<file path="src/rtl/vgpd_pkg.sv">
`default_nettype none
package vgpd_pkg;
   localparam int unsigned TableEntriesDefault = 4096;
   localparam int unsigned CoordWidth = 32;
   localparam int unsigned EdgeWidth = 31;
   localparam logic [EdgeWidth-1:0] EdgeReset = 31'd3277;
   localparam int unsigned KeyWidth = 3 * CoordWidth;

   typedef enum logic [6:0] {
      ST_CLEAR  = 7'b0000001,
      ST_IDLE   = 7'b0000010,
      ST_DIV    = 7'b0000100,
      ST_READ   = 7'b0001000,
      ST_CHECK  = 7'b0010000,
      ST_EMIT   = 7'b0100000,
      ST_FLUSH  = 7'b1000000
   } state_type;

   typedef struct packed {
      logic load;
      logic div_start;
      logic probe_init;
      logic probe_next;
      logic write_slot;
      logic clear_step;
      logic clear_begin;
      logic out_load;
   } cmd_type;

   typedef struct packed {
      logic div_done;
      logic slot_valid;
      logic key_match;
      logic table_full;
      logic probe_wrapped;
      logic clear_done;
   } stat_type;
endpackage
`default_nettype wire

</file>
<file path="src/rtl/vgpd_ctrl.sv">
`default_nettype none
module vgpd_ctrl (
   input  wire logic               clock,
   input  wire logic               reset,
   input  wire logic               req_tvalid,
   output logic                    req_tready,
   input  wire logic               req_first,
   output logic                    rsp_tvalid,
   input  wire logic               rsp_tready,
   output vgpd_pkg::cmd_type       cmd,
   input  wire vgpd_pkg::stat_type stat
);
   import vgpd_pkg::*;
   state_type state_ff, state_in;
   logic vld_ff, vld_in;
   logic take;

   always_comb begin
      state_in = state_ff;
      vld_in = vld_ff;
      cmd = '0;
      req_tready = (state_ff == ST_IDLE);
      take = req_tvalid && req_tready;
      if (rsp_tvalid && rsp_tready) vld_in = 1'b0;
      case (state_ff)
         ST_IDLE: if (take) begin
            cmd.load = 1'b1;
            cmd.div_start = 1'b1;
            cmd.clear_begin = req_first;
            state_in = ST_DIV;
         end
         ST_DIV: begin
            // a set's first point wipes the table while its key is divided
            cmd.clear_step = !stat.clear_done;
            if (stat.div_done && stat.clear_done) state_in = ST_READ;
         end
         ST_READ: begin
            cmd.probe_init = 1'b1;
            state_in = ST_CHECK;
         end
         ST_CHECK: begin
            // a wait state for the registered key read
            state_in = ST_EMIT;
         end
         ST_EMIT: begin
            if (!stat.slot_valid) begin
               if (!stat.table_full) cmd.write_slot = 1'b1;
               state_in = ST_FLUSH;
            end else if (stat.key_match) begin
               state_in = ST_IDLE;
            end else if (stat.probe_wrapped) begin
               state_in = ST_FLUSH;
            end else begin
               cmd.probe_next = 1'b1;
               state_in = ST_CHECK;
            end
         end
         ST_FLUSH: if (!vld_ff || (rsp_tvalid && rsp_tready)) begin
            cmd.out_load = 1'b1;
            vld_in = 1'b1;
            state_in = ST_IDLE;
         end
         ST_CLEAR: begin
            // wipe after reset
            cmd.clear_step = !stat.clear_done;
            if (stat.clear_done) state_in = ST_IDLE;
         end
         default: state_in = ST_IDLE;
      endcase
   end

   assign rsp_tvalid = vld_ff;

   always_ff @(posedge clock) begin
      if (reset) begin
         state_ff <= ST_CLEAR;
         vld_ff <= 1'b0;
      end else begin
         state_ff <= state_in;
         vld_ff <= vld_in;
      end
   end

   a_onehot: assert property (@(posedge clock) disable iff (reset) $onehot(state_ff))
      else $error("state not one-hot");
   a_nowr: assert property (@(posedge clock) disable iff (reset)
      cmd.write_slot |-> !stat.table_full) else $error("write to full table");
   a_out: assert property (@(posedge clock) disable iff (reset)
      cmd.out_load |=> rsp_tvalid) else $error("result lost");
endmodule
`default_nettype wire
</file>
<file path="config.mk">
export PLATFORM = sky130hd
export DESIGN_NAME = vgpd_ctrl
export DESIGN_NICKNAME = d
export VERILOG_FILES = /design/src/rtl/vgpd_pkg.sv /design/src/rtl/vgpd_ctrl.sv
export SDC_FILE = /design/constraint.sdc
export NUM_CORES = 1
export LEC_CHECK = 0
export ABC_AREA = 1
export BUFFER_PORTS_ARGS = -buffer_cell sky130_fd_sc_hd__buf_2
export CAP_MARGIN = 25
export CORE_MARGIN = 5
export CORE_UTILIZATION = 35
export DETAILED_ROUTE_END_ITERATION = 6
export GPL_TIMING_DRIVEN = 0
export SYNTH_ARGS = -nofsm -noshare
export SYNTH_HDL_FRONTEND = slang
export SYNTH_SLANG_ARGS = --single-unit
</file>
<file path="constraint.sdc">
create_clock -name clock -period 2.13 [get_ports clock]
set_clock_uncertainty 0.2 [all_clocks]
set_input_delay 0.426 -clock clock [delete_from_list [all_inputs] [get_ports clock]]
set_output_delay 0.426 -clock clock [all_outputs]
set_load 0.03 [all_outputs]
</file>
==> metrics.txt <==
syn nets=98; compound-cell area share of the yosys netlist=0.05882; via count=about 570; PD cells=between 400 and 500 mW/mm^2; area of the multi-input gates=approximately 350 sq um; Hold WC Path Type=input pin to flip-flop; Peak VDD IR=183.3 uV; first-pass GRT wire length=2083 microns; RSZ-0062 raised after global routing=true; Setup crit end kind=primary output; Vias per Instance=about 4.5; max cap viols=0; WL final=between 1000 and 1500 microns; Hold Crit Start=reset; Buffers on Ports=20; Final ANT Viol Nets=0; GPL Wtd Cong=0.7150; status=completed; post-DP HPWL=991.5 microns; highest routed layer=met4; initial DRC count=8; xor/xnor share of the synthesized area=0; worst setup path start=state_ff[4]$_SDFFE_PP0P_; largest net degree at the start of global routing=8; final hold violations=0; Slew HR=0.8558; Setup WS pre-CTS=0.3121 ns; placed inst area=around 700 sq um; Tmin final=between 2 and 2.5 ns; post-synthesis sequential area ratio=0.2789; type of the worst setup path=flip-flop to primary output; height of the die=50.51 microns; CP cell instances=nor2_4 > nand2_4 > nor2_8 > inv_2 > nor2_4 > buf_4 > buf_2; Reg clk slew, reported paths=approximately 0.060 ns; die area=0.002551 sq mm; Final Cycle Share=0.9539; Layout area overhead=30.72%; DR pass1 iterations=6; WL met2=~540 microns; Worst Setup Start Kind=flip-flop; Total GRT Usage=0.1037; mux cell area share after synthesis=0; Slowest Stage Delay on Critical Path=between 0.3 and 0.4 ns; Yosys warning count=0; Reg area=around 160 sq um; vias in the first global route=roughly 520; Mapped Area=between 500 and 600 sq um; I/O pin count=21; Worst EP required=1.50 ns; cts bufs inserted=3; Nets=~120; CP arrival=around 1.4 ns; Worst Tran Pin Value=between 0.2 and 0.25 ns; Fillers=155; die width=around 51 microns; share of cells above drive strength 1=0.4595; Slowest cell on crit path=dfxtp_1; final worst-path setup slack=around 0.098 ns; core area=approximately 0.0015 sq mm; drc violations=0; diode count=0; max frequency=between 400 and 500 MHz; total length of routed met3 wires=just under 100 microns; Starting Density=0.3768; Post-Syn Area per Cell=roughly 6.6 sq um; most frequent CP cell=nor2_4; Buf/Inv on CP=3; clock sink total=8; Static Leak=0.3648 nW; Setup violations, final=0; CTS Hold Bufs=0; CTS tree=yes; Total Power=approximately 0.00036 W; wire per inst=9.276 microns; floorplan row count=14; Clk Latency, worst-skew pair=around 0.26 ns; grt ovf=0; Synth cell types=19; largest family of logic cells by synthesized area=simple AND/OR/NAND/NOR gates; Finished Cell Area=around 750 sq um; Pins Over Slew Limit=0; Bufs on Longest Clock Path=2; Crit Reg-Reg Startpoint=state_ff[3]$_SDFFE_PP0P_; H-Tree Depth=1; worst-path fanout max=4; Cells after Synth=87; simple-gate share of the synthesized area=0.5185; antenna violations before repair=0; Hold WS=approximately 0.23 ns; WL met1=slightly above 500 microns; CTS Root Cell=clkbuf_4; number of synthesized register bits=8; adder-cell share of the synthesized area=0; delay-heaviest family, CP=simple AND/OR/NAND/NOR gates
==> cells in the final DEF (no fill, tap or decap) <==
| cell type | netlist | routed |
|---|---|---|
| buf_2 | 0 | 17 |
| nand2_1 | 16 | 16 |
| inv_1 | 15 | 15 |
| nor2_1 | 11 | 10 |
| dfxtp_1 | 8 | 8 |
| inv_2 | 5 | 5 |
| buf_4 | 1 | 5 |
| nor2_4 | 3 | 4 |
| nor2_2 | 4 | 4 |
| nand2_2 | 4 | 4 |
| nand3_2 | 3 | 3 |
| nand3_1 | 3 | 3 |
| nor3_1 | 4 | 3 |
| a21oi_1 | 3 | 3 |
| clkbuf_4 | 0 | 3 |
| nor3_2 | 1 | 2 |
| o21ai_0 | 2 | 2 |
| nand2_4 | 1 | 1 |
| nor2_8 | 1 | 1 |
| nor4_2 | 0 | 1 |
| a21oi_2 | 1 | 1 |
==> worst reg2reg max path, stage by stage, from the launching register on <==
cell and delay [ns]:
dfxtp_1 0.33, nor2_4 0.15, nand2_2 0.12, nor2_4 0.13, buf_4 0.13, nor2_1 0.05
nand3_1 0.07, nand2_1 0.05, nor2_1 0.08, nor2_1 0.05
==> flip-flops by register name, indices dropped and copies added, names as in the netlist <==
signal	flops
rsp_tvalid	1
state_ff	7
==> cells by family (layout without fill, tap and decap cells) <==
kind of cell,Yosys count,count (layout)
DFF,8,8
and+or+nand+nor,52,52
buffers and inverters,21,45
AOI/OAI and AO/OA,6,6
==> per-stage QoR <==
step           cells    TNS, ns    util
4_1_cts          126          0  0.4762
3_3_place_gp     123          0  0.4614
2_1_floorplan     87          0       -
6_report         127          0  0.4926
3_5_place_dp     123          0  0.4614
5_1_grt          127  -0.009775  0.4926
==> synth_stat cells <==
| master | n | area (sq um) |
|---|---|---|
| inv_1 | 15 | 56.30 |
| dfxtp_1 | 8 | 160.2 |
| nor2_8 | 1 | 20.02 |
| nand2_2 | 4 | 25.02 |
| a21oi_1 | 3 | 15.01 |
| a21oi_2 | 1 | 8.760 |
| nor2_4 | 3 | 33.78 |
| nand2_4 | 1 | 11.26 |
| nor3_2 | 1 | 10.01 |
| nor2_2 | 4 | 25.02 |
| nand2_1 | 16 | 60.06 |
| o21ai_0 | 2 | 10.01 |
| buf_4 | 1 | 7.510 |
| nor3_1 | 4 | 20.02 |
| inv_2 | 5 | 18.77 |
| nor4_1 | 1 | 6.260 |
| nor2_1 | 11 | 41.29 |
| nand3_2 | 3 | 30.03 |
| nand3_1 | 3 | 15.01 |
==> area by class of cell <==
| class | count | share of cell area |
|---|---|---|
| Buffer | 1 | 0.01000 |
| Clock buffer | 3 | 0.03000 |
| Inverter | 20 | 0.1000 |
| Multi-Input combinational cell | 58 | 0.4667 |
| Sequential cell | 8 | 0.2133 |
| Tap cell | 16 | 0.02667 |
| Timing Repair Buffer | 21 | 0.1533 |
==> power breakdown <==
part           switching (W)  internal [W]
Combinational      0.0000551     0.0000295
Clock              0.0000539     0.0000646
Sequential        0.00000520      0.000155
Total               0.000114      0.000249
==> final timing paths <==
check	endpoint	slack [ns]	cells past startpoint
setup / recovery	cmd[7]	0.1	7
setup reg to reg	state_ff[1]$_SDFFE_PP0P_	0.69	9
hold / removal	state_ff[2]$_SDFFE_PP0P_	0.23	2
hold reg to reg	rsp_tvalid$_SDFF_PP0_	0.35	4
==> layer usage <==
layer  global-route usage  vias to the layer above
met4              0.06383                        0
met1               0.1261                      237
met2               0.1674                       21
met3              0.01775                        4
met5                    0                        -
li1                     -                      309
==> repair_timing <==
action / in CTS / in global routing
hold endpoints to repair: 0 / 0
gates resized for setup: 0 / 7
setup endpoints to repair: 0 / 4
setup buffers: 0 / 1
Note: power is estimated with default switching activity, not from simulation.
